[config.mk]
export PLATFORM = sky130hd
export DESIGN_NAME = cht_hash
export DESIGN_NICKNAME = d
export VERILOG_FILES = /design/src/hw/rtl/cht_pkg.sv /design/src/hw/rtl/cht_hash.sv
export SDC_FILE = /design/constraint.sdc
export NUM_CORES = 2
export LEC_CHECK = 0
export ABC_AREA = 0
export BUFFER_PORTS_ARGS = -buffer_cell sky130_fd_sc_hd__clkbuf_2
export CORE_ASPECT_RATIO = 0.7
export CORE_MARGIN = 3
export CORE_UTILIZATION = 51
export CTS_CLUSTER_SIZE = 10
export DETAILED_ROUTE_END_ITERATION = 10
export GPL_TIMING_DRIVEN = 0
export PLACE_DENSITY = 0.8
export SYNTH_ARGS = -nofsm -noshare
export SYNTH_HDL_FRONTEND = slang
export SYNTH_SLANG_ARGS = --single-unit
[constraint.sdc]
create_clock -name aclk -period 11.2 [get_ports aclk]
set_clock_uncertainty 0.15 [all_clocks]
set_input_delay 3.36 -clock aclk [delete_from_list [all_inputs] [get_ports aclk]]
set_output_delay 3.36 -clock aclk [all_outputs]
set_load 0.02 [all_outputs]
[src/hw/rtl/cht_pkg.sv]
package cht_pkg;

    // Field widths of the two channels.
    localparam int COORD_W = 32;
    localparam int SLOT_W  = 7;

    // One table word: valid flag over the packed cell, x in the upper half.
    localparam int CELL_W = 2 * COORD_W;
    localparam int WORD_W = CELL_W + 1;

    // Hash multipliers, held as signed 28-bit constants.
    localparam int KEY_K_W = 28;
    localparam logic signed [KEY_K_W-1:0] HASH_KX = 28'sd73856093;
    localparam logic signed [KEY_K_W-1:0] HASH_KY = 28'sd19349669;

    // Product and hash width, and the digit size of the remainder unit.
    localparam int HASH_W    = COORD_W + KEY_K_W;
    localparam int DIGIT_W   = 4;
    localparam int DIGIT_CNT = HASH_W / DIGIT_W;
    localparam int DIGIT_CW  = $clog2(DIGIT_CNT);

    // Command codes.
    localparam logic CMD_RECENTER = 1'b0;
    localparam logic CMD_LOOKUP   = 1'b1;

    typedef enum logic [3:0] {
        ST_CLEAR,
        ST_IDLE,
        ST_EV_RD,
        ST_EV_CHK,
        ST_HASH_START,
        ST_HASH_WAIT,
        ST_PROBE_RD,
        ST_PROBE_CHK,
        ST_FINISH
    } ctrl_state_t;

    typedef enum logic [2:0] {
        HS_IDLE,
        HS_MULX,
        HS_MULY,
        HS_MAG,
        HS_DIV,
        HS_FIX
    } hash_state_t;

endpackage

[src/hw/rtl/cht_hash.sv]
module cht_hash
    import cht_pkg::*;
#(
    parameter int SLOTS = 81
) (
    input  logic                        aclk,
    input  logic                        aresetn,
    input  logic                        start,
    input  logic signed [COORD_W-1:0]   x,
    input  logic signed [COORD_W-1:0]   y,
    output logic                        done,
    output logic [$clog2(SLOTS)-1:0]    home
);

    localparam int SW = $clog2(SLOTS);

    hash_state_t state_reg, state_next;

    logic signed [COORD_W-1:0] x_reg, y_reg;
    logic signed [HASH_W-1:0]  px_reg;
    logic signed [HASH_W-1:0]  prod;
    logic signed [COORD_W-1:0] mul_a;
    logic signed [KEY_K_W-1:0] mul_k;
    logic [HASH_W-1:0]         h;
    logic [HASH_W-1:0]         mag_reg;
    logic                      neg_reg;
    logic [SW-1:0]             rem_reg;
    logic [SW-1:0]             rem_step;
    logic [SW-1:0]             r;
    logic [SW:0]               t;
    logic [DIGIT_CW-1:0]       dig_reg;

    // One multiplier, shared between the two coordinates.
    assign mul_a = (state_reg == HS_MULX) ? x_reg : y_reg;
    assign mul_k = (state_reg == HS_MULX) ? HASH_KX : HASH_KY;
    assign prod  = mul_a * mul_k;
    assign h     = px_reg ^ prod;

    // Four restoring remainder steps per cycle, most significant digit first.
    always_comb begin
        r = rem_reg;
        t = '0;
        for (int b = DIGIT_W - 1; b >= 0; b--) begin
            t = {r, mag_reg[HASH_W-DIGIT_W+b]};
            if (t >= (SW+1)'(SLOTS)) begin
                t = t - (SW+1)'(SLOTS);
            end
            r = t[SW-1:0];
        end
        rem_step = r;
    end

    always_ff @(posedge aclk) begin
        if (!aresetn) begin
            state_reg <= HS_IDLE;
        end else begin
            state_reg <= state_next;
        end
    end

    always_comb begin
        state_next = state_reg;
        done       = 1'b0;
        home       = '0;
        case (state_reg)
            HS_IDLE: begin
                if (start) begin
                    state_next = HS_MULX;
                end
            end
            HS_MULX: state_next = HS_MULY;
            HS_MULY: state_next = HS_MAG;
            HS_MAG:  state_next = HS_DIV;
            HS_DIV: begin
                if (dig_reg == DIGIT_CW'(DIGIT_CNT - 1)) begin
                    state_next = HS_FIX;
                end
            end
            HS_FIX: begin
                done       = 1'b1;
                state_next = HS_IDLE;
                if (rem_reg == '0) begin
                    home = '0;
                end else if (neg_reg) begin
                    home = SW'(SLOTS) - rem_reg;
                end else begin
                    home = rem_reg;
                end
            end
            default: state_next = HS_IDLE;
        endcase
    end

    always_ff @(posedge aclk) begin
        case (state_reg)
            HS_IDLE: begin
                x_reg <= x;
                y_reg <= y;
            end
            HS_MULX: px_reg <= prod;
            HS_MULY: begin
                // The y product is folded in as it leaves the multiplier.
                neg_reg <= h[HASH_W-1];
                mag_reg <= h[HASH_W-1] ? (~h + HASH_W'(1)) : h;
            end
            HS_MAG: begin
                rem_reg <= '0;
                dig_reg <= '0;
            end
            HS_DIV: begin
                rem_reg <= rem_step;
                mag_reg <= mag_reg << DIGIT_W;
                dig_reg <= dig_reg + 1'b1;
            end
            default: ;
        endcase
    end

endmodule

==> reports/metrics.yaml <==
clocking:
  ctsHoldBuffers: 0
  ctsLongestPathBuffers: 2
  h-tree-depth: 4
  ctsRootBufferMaster: "clkbuf_16"
  clock-sinks: 199
  cts.reportedPaths.clkPinSlew_ns: 0.09
  cts_tree: "built"
  cts-buffers-inserted: 17
  clock_latency_ns: 0.50
sta:
  max_freq_mhz: 92.0
  timing.final.crit_period_ns: 10.87
  final_hold_viol_count: 0
  fin_crit_sh: 0.970
  hold_slack_ns: 0.367
  finalSetupViolCount: 0
  maxSlewHeadroom: 0.324
  fin_ws_ns: 0.332
  report.final.slew_viol_count: 0
  tightest_slew_ns: 1.01
die:
  dieHeight_um: 216
  dieArea_mm2: 0.0663
  die_w_um: 307
  coreArea_mm2: 0.0620
  ios: 75
  start_util: 0.520
  fp-row-count: 76
global_route:
  grt_max_degree: 61
  overflow: 0
  track_usage: 0.266
  grt_pass1_vias: 24400
  antenna_found_initial: 1
  grt_first_pass_wirelength_um: 135000
placement:
  gp_routability_congestion: 0.979
  pre_cts_ws_ns: -1.65
  portBuffers: 74
  dp_hpwl_um: 71000
detailed_routing:
  drcViolationCount: 0
  dr.pass1.iters: 6
  met2WireLength_um: 36500
  top_layer_used: "met5"
  wl_um: 84700
  drtIter0Drc: 2375
  drt-met1-wl_um: 36400
  wl_met3_um: 10100
  vias: 23600
  ant_nets: 0
  avgRoutedWirePerCell_um: 20.1
  vias_per_cell: 5.61
synth:
  synth.distinct_cells: 107
  ys_seq_elements: 199
  syn_area_per_cell_um2: 9.92
  ys.flop_type: "edfxtp_1"
  synthCells: 3250
  async_flop_share: 0
  ys_warn_count: 0
  yosysSeqAreaShare: 0.184
  synth-edff-count: 196
  synth.cell_area_mm2: 0.0323
worst_setup_path:
  critPathLaunchType: "flip-flop"
  worst-endpoint-arrival_ns: 10.93
  cp_max_fo: 10
  critical_path_class: "flip-flop to flip-flop"
  path_buf_inv: 9
  crit_family: "adder cells"
  crit-reg2reg-launch: "state_reg[0]"
  cp_common_cell: "fa_1"
  cp_slowest_cell: "clkdlybuf4s15_2"
  cp.depth: 31
  startpoint: "state_reg[0]"
  slowest_delay_ns: 0.62
  end_kind: "flip-flop"
  cp.required_ns: 11.26
  reg2reg_depth: 31
final_layout:
  drive_gt1_frac: 0.0680
  area_delta_synth_final_pct: 7.54
  fin_nets: 4297
  n_antenna_cell: 0
outcome:
  status: "finished, final reports clean"
min_path:
  hold_start: "mag_reg[4]"
  holdPathStages: 2
  hp-class: "flip-flop to flip-flop"
run:
  maxCapViolations: 0
-- synthesized netlist by cell type (11+ instances only) --
cell type,n,area (um2)
nand3_1,34,170
nor3_1,29,145
a31oi_1,15,93.8
nand2_1,299,1120
buf_2,24,120
o21ai_0,114,571
nand4_1,20,125
ha_1,309,3870
a211oi_1,14,105
nor2b_1,17,106
clkbuf_1,48,180
xnor2_1,115,1010
and3_1,12,75.1
xnor3_1,11,248
edfxtp_1,196,5890
o31ai_1,13,97.6
and2_1,22,138
o21a_1,21,158
inv_1,827,3100
fa_1,538,10800
or3_1,14,87.6
o211ai_1,20,150
nand2b_1,22,138
a41oi_1,12,105
nor2_1,102,383
a21o_1,19,143
xor2_1,68,596
a21oi_1,119,596
-- cells in the final DEF, fill, tap and decap left out, types with 8 or more instances in the layout --
cell type  synthesis  final
xor3_1            10      9
xnor2_1          115    113
inv_1            827    825
a41oi_1           12     12
clkbuf_1          48     39
o21ai_0          114    112
o31ai_1           13     13
xor2_1            68     68
buf_2             24     24
a31oi_1           15     15
nor2_1           102    100
o211ai_1          20     20
nand2_1          299    289
or2_2              9      8
o21ai_1           10     12
xnor3_1           11     11
and2_1            22     22
o21a_1            21     21
nand2_2            1     11
nand2b_1          22     22
nor2b_1           17     17
clkbuf_2           0     77
fa_1             538    538
nor3_1            29     27
mux2i_1            8      8
and3_1            12     12
ha_1             309    309
nand3_1           34     34
or3_1             14     14
edfxtp_1         196    196
conb_1             2     37
a21o_1            19     19
a21oi_1          119    118
nand4_1           20     20
clkbuf_16          0     17
a211oi_1          14     12
-- kinds of logic (layout without fill, tap and decap cells) --
group | count (synthesis) | count (layout) | synth area share
compound gates | 445 | 445 | 0.0912
xor+xnor | 206 | 206 | 0.0661
fa+ha+maj | 847 | 847 | 0.454
buf+inv | 905 | 1016 | 0.106
flops | 199 | 199 | 0.184
mux | 11 | 11 | 0.00365
other cells | 2 | 37 | 0.000233
simple gates | 635 | 635 | 0.0943
-- layer usage --
layer,vias up,global-route usage
li1,10500,-
met5,-,0.0167
met3,115,0.0699
met4,2,0.0604
met2,1171,0.396
met1,11800,0.389
-- layout make-up --
| cell class | count | area [um2] |
|---|---|---|
| buffer | 71 | 323 |
| clock buffer | 18 | 439 |
| clock inverter | 14 | 173 |
| fill | 5207 | 27300 |
| inverter | 828 | 3120 |
| multi-input combinational | 2181 | 23200 |
| sequential | 199 | 5950 |
| tap | 819 | 1020 |
| timing repair buffer | 85 | 504 |
-- worst paths after layout --
check / end / slack [ns]
min reg2reg: mag_reg[8] / 0.37
max: mag_reg[7] / 0.33
min: mag_reg[8] / 0.37
max reg2reg: mag_reg[7] / 0.33
-- worst reg2reg max path, delay by kind of cell (launching register included) --
kind	cells	cell delay, ns
simple gates	5	1.20
buf+inv	9	2.50
compound gates	7	1.87
flops	1	0.30
fa+ha+maj	8	3.84
xor+xnor	2	0.71
-- stage by stage --
stage	utilization	setup TNS (ns)	std cells	instance area [um2]
finish	0.559	0	4215	34700
global route	0.559	-0.00346	4215	34700
CTS	0.557	0	4218	34600
detailed placement	0.547	-47.04	4186	33900
global placement	0.545	-121.09	4178	33800
floorplan	-	0	3285	32400
-- repair_timing --
item,4_1_cts,5_1_grt
setup buffers,0,3
gates resized for setup,13,33
endpoints found under the setup margin,60,60
pin swaps,0,4
Power is not shown: default switching activity piles up to over one toggle a cycle in this logic, so the estimate is an artifact.
