===== config.mk =====
export PLATFORM = sky130hd
export DESIGN_NAME = cht_ram
export DESIGN_NICKNAME = d
export VERILOG_FILES = /design/src/hw/rtl/cht_ram.sv
export SDC_FILE = /design/constraint.sdc
export NUM_CORES = 1
export LEC_CHECK = 0
export ABC_AREA = 1
export ABC_CLOCK_PERIOD_IN_PS = 1150
export BUFFER_PORTS_ARGS = -buffer_cell sky130_fd_sc_hd__buf_2
export CAP_MARGIN = 20
export CORE_MARGIN = 2
export CORE_UTILIZATION = 55
export DETAILED_ROUTE_END_ITERATION = 10
export HOLD_SLACK_MARGIN = 0.1
export PLACE_DENSITY = 0.72
export SYNTH_ARGS = -nofsm -noshare
export SYNTH_HDL_FRONTEND = slang
export SYNTH_SLANG_ARGS = --single-unit

===== constraint.sdc =====
create_clock -name aclk -period 1.15 [get_ports aclk]
set_clock_uncertainty 0.15 [all_clocks]
set_input_delay 0.115 -clock aclk [delete_from_list [all_inputs] [get_ports aclk]]
set_output_delay 0.115 -clock aclk [all_outputs]
set_load 0.005 [all_outputs]

===== src/hw/rtl/cht_ram.sv =====
module cht_ram #(
    parameter int WIDTH = 8,
    parameter int DEPTH = 16
) (
    input  logic                     aclk,
    input  logic                     we,
    input  logic [$clog2(DEPTH)-1:0] waddr,
    input  logic [WIDTH-1:0]         wdata,
    input  logic [$clog2(DEPTH)-1:0] raddr,
    output logic [WIDTH-1:0]         rdata
);

    logic [WIDTH-1:0] mem [DEPTH];

    always_ff @(posedge aclk) begin
        if (we) begin
            mem[waddr] <= wdata;
        end
        rdata <= mem[raddr];
    end

endmodule


==> results of run 1 <==
==> report_power, final <==
| part | switching [mW] | internal, mW | total (mW) |
|---|---|---|---|
| combinational | 0.544 | 0.351 | 0.896 |
| sequential | 0.0425 | 5.55 | 5.59 |
| clock | 1.96 | 3.31 | 5.27 |
| total | 2.55 | 9.21 | 11.8 |
==> worst reg2reg max path: stages, from the launching register on <==
cell and delay [ps]:
edfxtp_1 380, inv_1 60, nand2_1 60, nand3_1 100
nand3_2 110, nand3_1 100, nand2_1 60
==> cell families (layout without fill, tap and decap cells) <==
| logic type | Yosys count | after routing | synth area share (%) |
|---|---|---|---|
| DFF | 136 | 136 | 69.4 |
| buffers and inverters | 126 | 207 | 9.52 |
| and+or+nand+nor | 289 | 289 | 21.0 |
==> how the worst max path moves through the flow <==
stage / start / endpoint / cells past startpoint
6_report: rdata[6] / rdata[6] / 1
5_1_grt: rdata[6] / rdata[6] / 1
4_1_cts: rdata[4] / rdata[4] / 1
3_5_place_dp: raddr[0] / rdata[0] / 9
3_3_place_gp: raddr[0] / rdata[3] / 9
2_1_floorplan: waddr[2] / mem[11][0] / 2
==> metal layers <==
layer	wire (um)	track usage, %
met1	5200	29.0
met2	7280	41.9
met3	917	5.27
met4	326	11.8
met5	0	0
==> layout make-up <==
cell class	count	area (um2)
inverters	102	395
clock buffers	21	429
repair buffers	73	743
multi-input cells	289	1370
fillers	691	2960
well taps	136	170
clock inverters	11	150
flip-flops and latches	136	4010
==> sequential cells by signal, indices dropped and copies added (netlist names) <==
signal	count
mem	128
rdata	8
==> cells in the final DEF (no fill, tap or decap) <==
cell type / synthesis / routed
buf_12: 0 / 9
buf_2: 13 / 20
buf_4: 4 / 21
buf_6: 6 / 6
buf_8: 0 / 1
bufinv_16: 0 / 3
clkbuf_1: 0 / 4
clkbuf_16: 0 / 20
clkbuf_8: 0 / 1
clkinv_2: 0 / 2
clkinv_4: 0 / 3
clkinv_8: 0 / 1
clkinvlp_4: 0 / 2
dfxtp_1: 8 / 3
dfxtp_2: 0 / 5
dlygate4sd3_1: 0 / 11
dlymetal6s4s_1: 0 / 1
edfxtp_1: 128 / 128
inv_1: 100 / 98
inv_2: 2 / 3
inv_6: 0 / 1
nand2_1: 173 / 171
nand2_2: 0 / 1
nand2_4: 0 / 1
nand3_1: 97 / 72
nand3_2: 0 / 25
nand3b_1: 2 / 2
nor2_1: 17 / 10
nor2_2: 0 / 6
nor2_4: 0 / 1
==> repair_timing <==
item / CTS / global route
hold endpoints to repair: 208 / 20
cloned: 0 / 4
pin swaps: 0 / 6
endpoints found under the setup margin: 8 / 47
resized for setup: 6 / 46
==> through the flow <==
stage               instances  power (mW)
floorplan                 551        6.07
global placement          720        6.39
detailed placement        720        6.41
CTS                       764        11.7
global route              768        12.1
finish                    768        11.8
==> reports/metrics.csv, run 1 <==
stage,metric,value,unit
yosys,yosysSeqAreaShare,69.4,%
yosys,postSynthAreaPerCell,10.5,um2
placement,place_ws,-182,ps
yosys,ys_seq_elements,136,
worst_setup_path,path_class,flop to output port,
detailed_routing,dr.pass1.iters,5,
worst_setup_path,crit_buf_inv,1,
worst_setup_path,startpoint_type,flop,
sta,worst_slack,-82.0,ps
sta,drv_slew,0,
floorplan,die_h,106,um
global_routing,overflow,0,
finish,fin_util,71.1,%
worst_setup_path,crit_family,flip-flops,
placement,port_buffers,25,
run_status,failed_checks,setup timing,
global_routing,grt_max_degree,44,
yosys,ys_top_cells_by_count,"nand2_1, edfxtp_1, inv_1, nand3_1, nor2_1",
power,p_leak,3.17,nW
power,ir_drop,1.95,mV
sta,fmax,0.812,GHz
worst_setup_path,r2r-start,mem[8][2],
floorplan,fp.dieArea,11300,um2
floorplan,initial_utilization,56.4,%
worst_hold_path,min_to,mem[0][2],
yosys,yosys-top-cells-area,"edfxtp_1, nand2_1, nand3_1",
yosys,synth.largest_area_cell,edfxtp_1,
worst_setup_path,r2r_end,rdata[2],
yosys,synth_cell_type_count,12,
run,max_cap_violations,0,
cts,cts_tree,built,
sta,setup-tns-final,-527,ps
cts,root_buffer,clkbuf_8,
yosys,synth_top_area_share,66.7,%
power,power_density,1620,nW/um2
global_routing,antenna_found_initial,0,
global_routing,grt_pass1_wl,20000,um
sta,report.final.hold_viol_count,0,
floorplan,io_pins,26,
cts,postCtsSetupBuffers,0,
worst_setup_path,setup.worst_path.end_class,output port,
worst_hold_path,hold_path_class,primary input to flop,
yosys,yosysMostFrequentCell,nand2_1,
placement,globalplace.congestion,0.858,
yosys,syn_inst,551,
cts,clkLatencyLatePin,520,ps
detailed_routing,wire_per_inst,17.9,um
placement,post-dp-hpwl,8000,um
cts,cts-htree-levels,4,
worst_setup_path,r2r_cells,6,
finish,layout.nets,637,
floorplan,placementRows,37,
cts,cts.clk_slew.worst_paths,60,ps
worst_setup_path,cp_slowest_stage_delay,350,ps
worst_hold_path,hold_depth,4,
detailed_routing,initialDrtViolationCount,374,
yosys,synth_edf_count,128,
finish,drive_above_1_share,20.9,%
cts,cts_buffers,17,
detailed_routing,wl,13700,um
sta,setup_viol,8,
detailed_routing,drc_errors,0,
yosys,syn_area,5770,um2
floorplan,die_w,106,um
detailed_routing,vias,4052,
run_status,status,"finished, violations left",
sta,whs,68.7,ps
sta,slew_headroom,73.6,%
yosys,synthFlopType,edfxtp_1,
global_routing,track_usage,24.3,%
finish,postLayoutCellArea,7270,um2
yosys,async_reset_ff_share,0,%
worst_setup_path,crit_fanout,1,
cts,clock_sinks,136,
global_routing,grt_pass1_vias,3999,
worst_setup_path,regToRegSetupSlack,30,ps
sta,worst_pin_slew,396,ps
sta,rsz0062_at_grt,yes,
sta,period_minus_slack,1230,ps
placement,dpl-instance-area,6260,um2
worst_setup_path,worstPathCellList,buf_6,
cts,cts_buffer_depth,2,
worst_hold_path,hp-start,we,
yosys,syn_nets,569,
worst_setup_path,critPathRequiredTime,880,ps
detailed_routing,vias_per_cell,5.28,
detailed_routing,drt.antenna.violating_nets,0,
cts,holdBufCountCts,12,
finish,antenna_cells,0,
sta,period_share,107,%
worst_setup_path,cp.arrival,970,ps
floorplan,coreArea,10200,um2
worst_setup_path,crit_slowest_cell,dfxtp_2,
yosys,ys_warn_count,0,
finish,area_growth,26.1,%
No activity file was read; power rests on OpenSTA's default activity.
==> run 2, diff against run 1 <==
==> config.mk (replaced) <==
export PLATFORM = sky130hd
export DESIGN_NAME = cht_ram
export DESIGN_NICKNAME = d
export VERILOG_FILES = /design/src/hw/rtl/cht_ram.sv
export SDC_FILE = /design/constraint.sdc
export NUM_CORES = 1
export LEC_CHECK = 0
export ABC_CLOCK_PERIOD_IN_PS = 1150
export BUFFER_PORTS_ARGS = -buffer_cell sky130_fd_sc_hd__buf_2
export CAP_MARGIN = 20
export CORE_MARGIN = 2
export CORE_UTILIZATION = 54
export DETAILED_ROUTE_END_ITERATION = 10
export HOLD_SLACK_MARGIN = 0.1
export PLACE_DENSITY = 0.71
export SYNTH_ARGS = -nofsm -noshare
export SYNTH_HDL_FRONTEND = slang
export SYNTH_SLANG_ARGS = --single-unit
==> run 2 against run 1 <==
Effect of this change:
- the run still ends with setup timing left
- non-clock buffer count up 5
- synthesized cell count down 58%
- sequential share of layout area increased by 6.1 points
- die area is 8.7% lower
- highest routed layer unchanged
==> reports/metrics.csv, run 2 <==
stage,metric,value,unit,change
sta,period_share,127,%,+20 points
sta,rsz0062_at_grt,yes,,
yosys,synth_edf_count,128,,unchanged
floorplan,die_h,102,um,-4.5%
worst_setup_path,endpoint,rdata[1],,
finish,postLayoutCellArea,6550,um2,-9.9%
cts,cts_buffers,17,,unchanged
finish,antenna_cells,0,,unchanged
yosys,yosysMostFrequentCell,edfxtp_1,,
worst_setup_path,path_class,flop to flop,,
finish,top_regs,"mem (128), rdata (8)",,
detailed_routing,wl,9780,um,-29%
sta,report.final.hold_viol_count,0,,unchanged
placement,port_buffers,25,,unchanged
worst_setup_path,setup.worst_path.end_class,flop,,
yosys,ys_seq_elements,136,,unchanged
run_status,failed_checks,setup timing,,
worst_setup_path,crit_path_start,mem[3][1],,
finish,nFillCells,586,,-15%
yosys,synth.largest_area_cell,edfxtp_1,,
placement,post-dp-hpwl,6340,um,-21%
worst_setup_path,regToRegSetupSlack,-310,ps,-340 ps
yosys,syn_inst,229,,-58%
cts,cts_buffer_depth,2,,unchanged
floorplan,coreArea,9240,um2,-9.7%
yosys,synthFlopType,edfxtp_1,,
cts,clock_sinks,136,,unchanged
global_routing,grt_pass1_wl,15100,um,-24%
cts,cts_tree,built,,
yosys,syn_nets,247,,-57%
yosys,async_reset_ff_share,0,%,unchanged
finish,area_growth,27.2,%,
finish,layout_commonest_cell,edfxtp_1,,
yosys,postSynthAreaPerCell,22.5,um2,+110%
placement,globalplace.congestion,0.812,,-5.3%
sta,slew_headroom,48.4,%,-25 points
worst_setup_path,r2r_cells,3,,-3
detailed_routing,vias_per_cell,5.41,,+2.6%
finish,register_area,4010,um2,about the same
placement,place_ws,-533,ps,-351 ps
worst_setup_path,cp.arrival,1690,ps,+720 ps
floorplan,initial_utilization,55.7,%,-0.66 points
worst_hold_path,hold_path_class,primary input to flop,,
detailed_routing,initialDrtViolationCount,140,,-63%
finish,layout.nets,334,,-48%
finish,final_cell_mix,"edfxtp_1, buf_4, mux4_2",,
finish,drive_above_1_share,47.4,%,+27 points
power,total_power,11.6,mW,-1.6%
finish,multi_input_area,1110,um2,-19%
sta,drv_slew,0,,unchanged
sta,fmax,0.686,GHz,-15%
detailed_routing,dr.pass1.iters,4,,-1
global_routing,grt_pass1_vias,2727,,-32%
floorplan,fp.dieArea,10300,um2,-8.7%
yosys,yosysSeqAreaShare,77.8,%,+8.4 points
worst_setup_path,r2r-start,mem[3][1],,
floorplan,placementRows,35,,-5.4%
yosys,synth_cell_type_count,19,,+7
sta,setup_viol,16,,+8
detailed_routing,vias,2480,,-39%
yosys,syn_area,5150,um2,-11%
finish,largest_register,mem,,
floorplan,io_pins,26,,unchanged
finish,fin_util,70.9,%,-0.17 points
worst_setup_path,crit_fanout,1,,unchanged
detailed_routing,drc_errors,0,,unchanged
worst_setup_path,r2r_end,rdata[1],,
cts,cts.clk_slew.worst_paths,60,ps,about the same
run_status,status,"finished, violations left",,
yosys,ys_warn_count,0,,unchanged
global_routing,grt_max_degree,21,,-52%
placement,dpl-instance-area,5800,um2,-7.4%
cts,cts-htree-levels,4,,unchanged
yosys,synth_top_area_share,74.7,%,+8.0 points
power,power_density,1770,nW/um2,+9.2%
power,p_leak,2.24,nW,-29%
global_routing,overflow,0,,unchanged
detailed_routing,wire_per_inst,21.4,um,+19%
worst_setup_path,startpoint_type,flop,,
sta,period_minus_slack,1460,ps,+226 ps
global_routing,track_usage,21.3,%,-3.0 points
global_routing,antenna_found_initial,0,,unchanged
sta,worst_slack,-308,ps,-226 ps
cts,holdBufCountCts,10,,-2
yosys,ys_top_cells_by_count,"edfxtp_1, mux4_2, a22oi_1, mux4_1, nor2_1",,
yosys,yosys-top-cells-area,"edfxtp_1, mux4_2, mux4_1",,
cts,root_buffer,clkbuf_8,,
floorplan,die_w,102,um,-4.5%
power,ir_drop,0.885,mV,-55%
sta,worst_pin_slew,771,ps,+375 ps
finish,largest_reg_flops,128,,unchanged
cts,clkLatencyLatePin,510,ps,about the same
worst_setup_path,critPathRequiredTime,1390,ps,+510 ps
detailed_routing,drt.antenna.violating_nets,0,,unchanged
run,max_cap_violations,0,,unchanged
## run 2: changes by cell type after synthesis, moves of 3 or more
cell             delta
nor3_1              +4
inv_1             -100
clkdlybuf4s25_2     +3
mux4_2             +18
buf_6               -3
a22oi_1            +16
buf_4               -3
buf_2              -10
nand3_1            -96
nor2_1              -4
nand2_1           -164
mux4_1             +14
## run 2: worst min path at each step
| stage | endpoint | depth (start not counted) | slack (ps) | startpoint |
|---|---|---|---|---|
| floorplan | mem[0][0] | 0 | 60 | wdata[0] |
| global placement | mem[7][6] | 1 | 350 | wdata[6] |
| detailed placement | rdata[5] | 1 | 350 | rdata[5] |
| CTS | mem[4][5] | 4 | 40 | waddr[0] |
| global route | mem[4][7] | 4 | 50 | waddr[0] |
| finish | mem[4][5] | 4 | 50 | waddr[0] |
## run 2: where the power goes
| part | total, mW | internal, mW | switching [mW] |
|---|---|---|---|
| clock | 5.32 | 3.40 | 1.91 |
| combinational | 0.665 | 0.338 | 0.327 |
| sequential | 5.59 | 5.55 | 0.0393 |
| total | 11.6 | 9.29 | 2.28 |
## run 2: per-stage QoR
| stage | TNS, ps | hold WS [ps] | std cells |
|---|---|---|---|
| floorplan | -13000 | 63.9 | 229 |
| global placement | -30630 | 349 | 416 |
| detailed placement | -33140 | 347 | 416 |
| CTS | -2700 | 35.2 | 458 |
| global route | -3060 | 51.3 | 458 |
| finish | -2550 | 50.2 | 458 |
## run 2: timing repair
| action | CTS | global route |
|---|---|---|
| resized for setup | 7 | 9 |
| endpoints found under the setup margin | 16 | 16 |
| endpoints found under the hold margin | 190 | 58 |
| buffers inserted | 0 | 0 |
| pin swaps | 3 | 0 |
## run 2: worst max-delay path, stage by stage (launching register included)
cell and delay [ps]:
edfxtp_1 400, mux4_2 490, a22oi_2 190, nand2_1 100
## run 2: cells by family after synthesis
group / count (synthesis) / share of synthesized area [%]
buffers and inverters: 10 / 1.68
AO/OA/AOI/OAI: 16 / 2.33
flip-flops: 136 / 77.8
multiplexers: 32 / 15.0
AND/OR/NAND/NOR: 35 / 3.18
## run 2: layer usage
| metal | vias up | track usage (%) | routed length [um] |
|---|---|---|---|
| met1 | 1268 | 27.8 | 4170 |
| met4 | 0 | 8.00 | 131 |
| met2 | 67 | 35.5 | 5150 |
| met5 | - | 0 | 0 |
| met3 | 10 | 4.76 | 324 |
| li1 | 1135 | - | - |
## run 2: area by class of cell
type                       count  area share [%]
clock buffer                  20            6.80
multi-input combinational     83            16.9
clock inverter                12            2.29
timing repair buffer          78            10.3
sequential                   136            61.2
tap                          129            2.46
==> run 3, diff against run 2 <==
--- a/config.mk
+++ b/config.mk
@@ -8,11 +8,14 @@
 export ABC_CLOCK_PERIOD_IN_PS = 1150
 export BUFFER_PORTS_ARGS = -buffer_cell sky130_fd_sc_hd__buf_2
 export CAP_MARGIN = 20
+export CELL_PAD_IN_SITES_DETAIL_PLACEMENT = 1
+export CELL_PAD_IN_SITES_GLOBAL_PLACEMENT = 1
 export CORE_MARGIN = 2
-export CORE_UTILIZATION = 54
+export CORE_UTILIZATION = 45
+export CTS_CLUSTER_DIAMETER = 50
 export DETAILED_ROUTE_END_ITERATION = 10
 export HOLD_SLACK_MARGIN = 0.1
-export PLACE_DENSITY = 0.71
+export PLACE_DENSITY = 0.67
 export SYNTH_ARGS = -nofsm -noshare
 export SYNTH_HDL_FRONTEND = slang
 export SYNTH_SLANG_ARGS = --single-unit
==> run 3 against run 2 <==
Effect of this change:
- the run still ends with setup timing left
- wire length up 8.9%
- highest routed layer unchanged
- utilization down 13 points
- critical endpoint is now rdata[6]
- hold slack better by 100 ps
- via count up 3.3%
- final cell count up 0.66%
- register-to-register slack worse by 50 ps
- largest cell class unchanged
- sequential cell count unchanged
- first-iteration DRC count up 33%
==> reports/metrics.csv, run 3 (synthesis gave the netlist of run 2 again) <==
stage,metric,value,unit,change
worst_setup_path,r2r_cells,3,,unchanged
global_routing,grt_pass1_vias,2809,,+3.0%
floorplan,fp.dieArea,12300,um2,+19%
sta,period_minus_slack,1510,ps,+51.2 ps
worst_setup_path,crit_slowest_cell,mux4_2,,
placement,port_buffers,25,,unchanged
finish,drive_above_1_share,45.6,%,-1.8 points
sta,drv_slew,0,,unchanged
power,intPower,9.22,mW,-0.72%
finish,layout.nets,323,,-3.3%
cts,cts_tree,built,,
floorplan,die_w,111,um,+9.2%
power,p_seq_share,48.5,%,+0.2 points
worst_setup_path,r2r_end,rdata[6],,
cts,cts.clk_slew.worst_paths,60,ps,about the same
floorplan,die_h,111,um,+9.2%
detailed_routing,wire_per_inst,23.1,um,+8.1%
run_status,failed_checks,setup timing,,
worst_hold_path,min_to,mem[8][4],,
global_routing,grt_pass1_wl,16900,um,+11%
worst_setup_path,cp_slowest_stage_delay,500,ps,about the same
placement,globalplace.congestion,0.693,,-15%
placement,dpl-instance-area,5840,um2,+0.65%
global_routing,grt_max_degree,17,,-19%
detailed_routing,vias_per_cell,5.56,,+2.6%
cts,cts_buffers,17,,unchanged
worst_hold_path,hp-start,waddr[1],,
finish,layout_commonest_cell,edfxtp_1,,
cts,clkLatencyLatePin,420,ps,-90 ps
worst_setup_path,regToRegSetupSlack,-360,ps,-50 ps
global_routing,track_usage,19.1,%,-2.2 points
worst_setup_path,cp.arrival,1640,ps,-50 ps
placement,post-dp-hpwl,6900,um,+9.0%
worst_setup_path,r2r-start,mem[11][6],,
cts,clock_sinks,136,,unchanged
power,power_density,1760,nW/um2,-0.33%
run,max_cap_violations,0,,unchanged
worst_hold_path,hold_depth,4,,unchanged
detailed_routing,wl,10600,um,+8.9%
placement,place_ws,-519,ps,+13.7 ps
worst_hold_path,hold_path_class,primary input to flop,,
sta,report.final.hold_viol_count,0,,unchanged
power,p_comb_share,5.7,%,about the same
power,power.switching,2.29,mW,+0.68%
finish,antenna_cells,0,,unchanged
detailed_routing,dr.pass1.iters,4,,unchanged
run_status,status,"finished, violations left",,
placement,place_inst,421,,+1.2%
detailed_routing,drc_errors,0,,unchanged
finish,top_regs,"mem (128), rdata (8)",,
sta,setup_viol,8,,-8
detailed_routing,dr_wl_met2,5670,um,+10%
floorplan,io_pins,26,,unchanged
worst_setup_path,setup.worst_path.end_class,flop,,
sta,slew_headroom,27.8,%,-21 points
worst_setup_path,critPathRequiredTime,1280,ps,-110 ps
worst_setup_path,crit_path_start,mem[11][6],,
worst_setup_path,startpoint_type,flop,,
detailed_routing,routed.top_layer,met4,,
cts,cts-htree-levels,4,,unchanged
floorplan,initial_utilization,45.7,%,-10 points
detailed_routing,drt.antenna.violating_nets,0,,unchanged
power,swShare,19.9,%,+0.22 points
finish,area_growth,27.1,%,
sta,period_share,131,%,+4.5 points
worst_setup_path,path_class,flop to flop,,
cts,cts_buffer_depth,2,,unchanged
power,pwr-share-clk,45.8,%,about the same
power,p_leak,2.18,nW,-2.5%
detailed_routing,vias,2561,,+3.3%
global_routing,overflow,0,,unchanged
sta,fmax,0.663,GHz,-3.4%
sta,worst_slack,-359,ps,-51.2 ps
worst_setup_path,crit_fanout,1,,unchanged
sta,rsz0062_at_grt,yes,,
floorplan,placementRows,39,,+11%
finish,largest_register,mem,,
worst_setup_path,worstPathCellList,mux4_2 -> a22oi_2 -> nand2_1,,
detailed_routing,wl_met3,460,um,+42%
detailed_routing,initialDrtViolationCount,186,,+33%
floorplan,coreArea,11300,um2,+22%
cts,root_buffer,clkbuf_16,,
global_routing,antenna_found_initial,0,,unchanged
power,ir_drop,1.28,mV,+45%
finish,largest_reg_flops,128,,unchanged
finish,postLayoutCellArea,6540,um2,-0.11%
detailed_routing,wl_met1,4370,um,+4.7%
finish,final_cells,461,,+0.66%
sta,whs,150,ps,+99.5 ps
finish,final_cell_mix,"edfxtp_1, mux4_2, buf_2",,
sta,worst_pin_slew,1080,ps,+310 ps
-- run 3: cell types whose count changed in the layout (fill, tap and decap cells not counted), sizes merged --
cell	delta
dlygate4sd3	-2
clkinvlp	+2
buf	-9
clkbuf	-3
clkinv	+1
-- run 3: area by class of cell --
type	count	area, um2
timing repair buffer	67	654
clock inverter	15	160
sequential	136	4010
clock buffer	17	425
tap	143	179
fill	981	4730
multi-input combinational	83	1120
-- run 3: what timing repair did --
action	4_1_cts	5_1_grt
pin swaps	2	2
hold buffers	8	0
endpoints found under the hold margin	128	0
buffers inserted	0	0
resized for setup	7	5
setup endpoints to repair	9	19
gates cloned	0	0
-- run 3: worst max-delay path by stage --
stage,endpoint,cells after the start
6_report,rdata[6],3
5_1_grt,rdata[6],3
4_1_cts,rdata[4],3
3_5_place_dp,rdata[6],5
3_3_place_gp,rdata[2],5
2_1_floorplan,mem[0][0],2
-- run 3: per-stage QoR --
step	utilization (%)	setup TNS, ps	power [mW]
after floorplan	-	-13000	5.99
after global placement	51.8	-38910	6.27
after detailed placement	51.8	-41580	6.30
after CTS	57.9	-2170	11.6
after global routing	58.0	-2610	11.8
final	58.0	-2230	11.5
-- run 3: power by group through the flow --
stage               Sequential (mW)  Combinational (mW)  Clock (mW)
floorplan                      5.67               0.321           0
global placement               5.67               0.601           0
detailed placement             5.68               0.619           0
CTS                            5.58               0.659        5.34
global route                   5.59               0.715        5.52
finish                         5.59               0.655        5.28
-- run 3: worst max-delay path, delay by kind of cell (launching register included) --
kind	cells	cell delay (ps)
AOI/OAI and AO/OA	1	240
DFF	1	360
muxes	1	500
and+or+nand+nor	1	130
-- run 3: routing by layer --
layer | global-route usage (%) | up-vias
li1 | - | 1113
met1 | 24.8 | 1356
met2 | 31.9 | 77
met3 | 4.81 | 15
met4 | 6.25 | 0
met5 | 0 | -
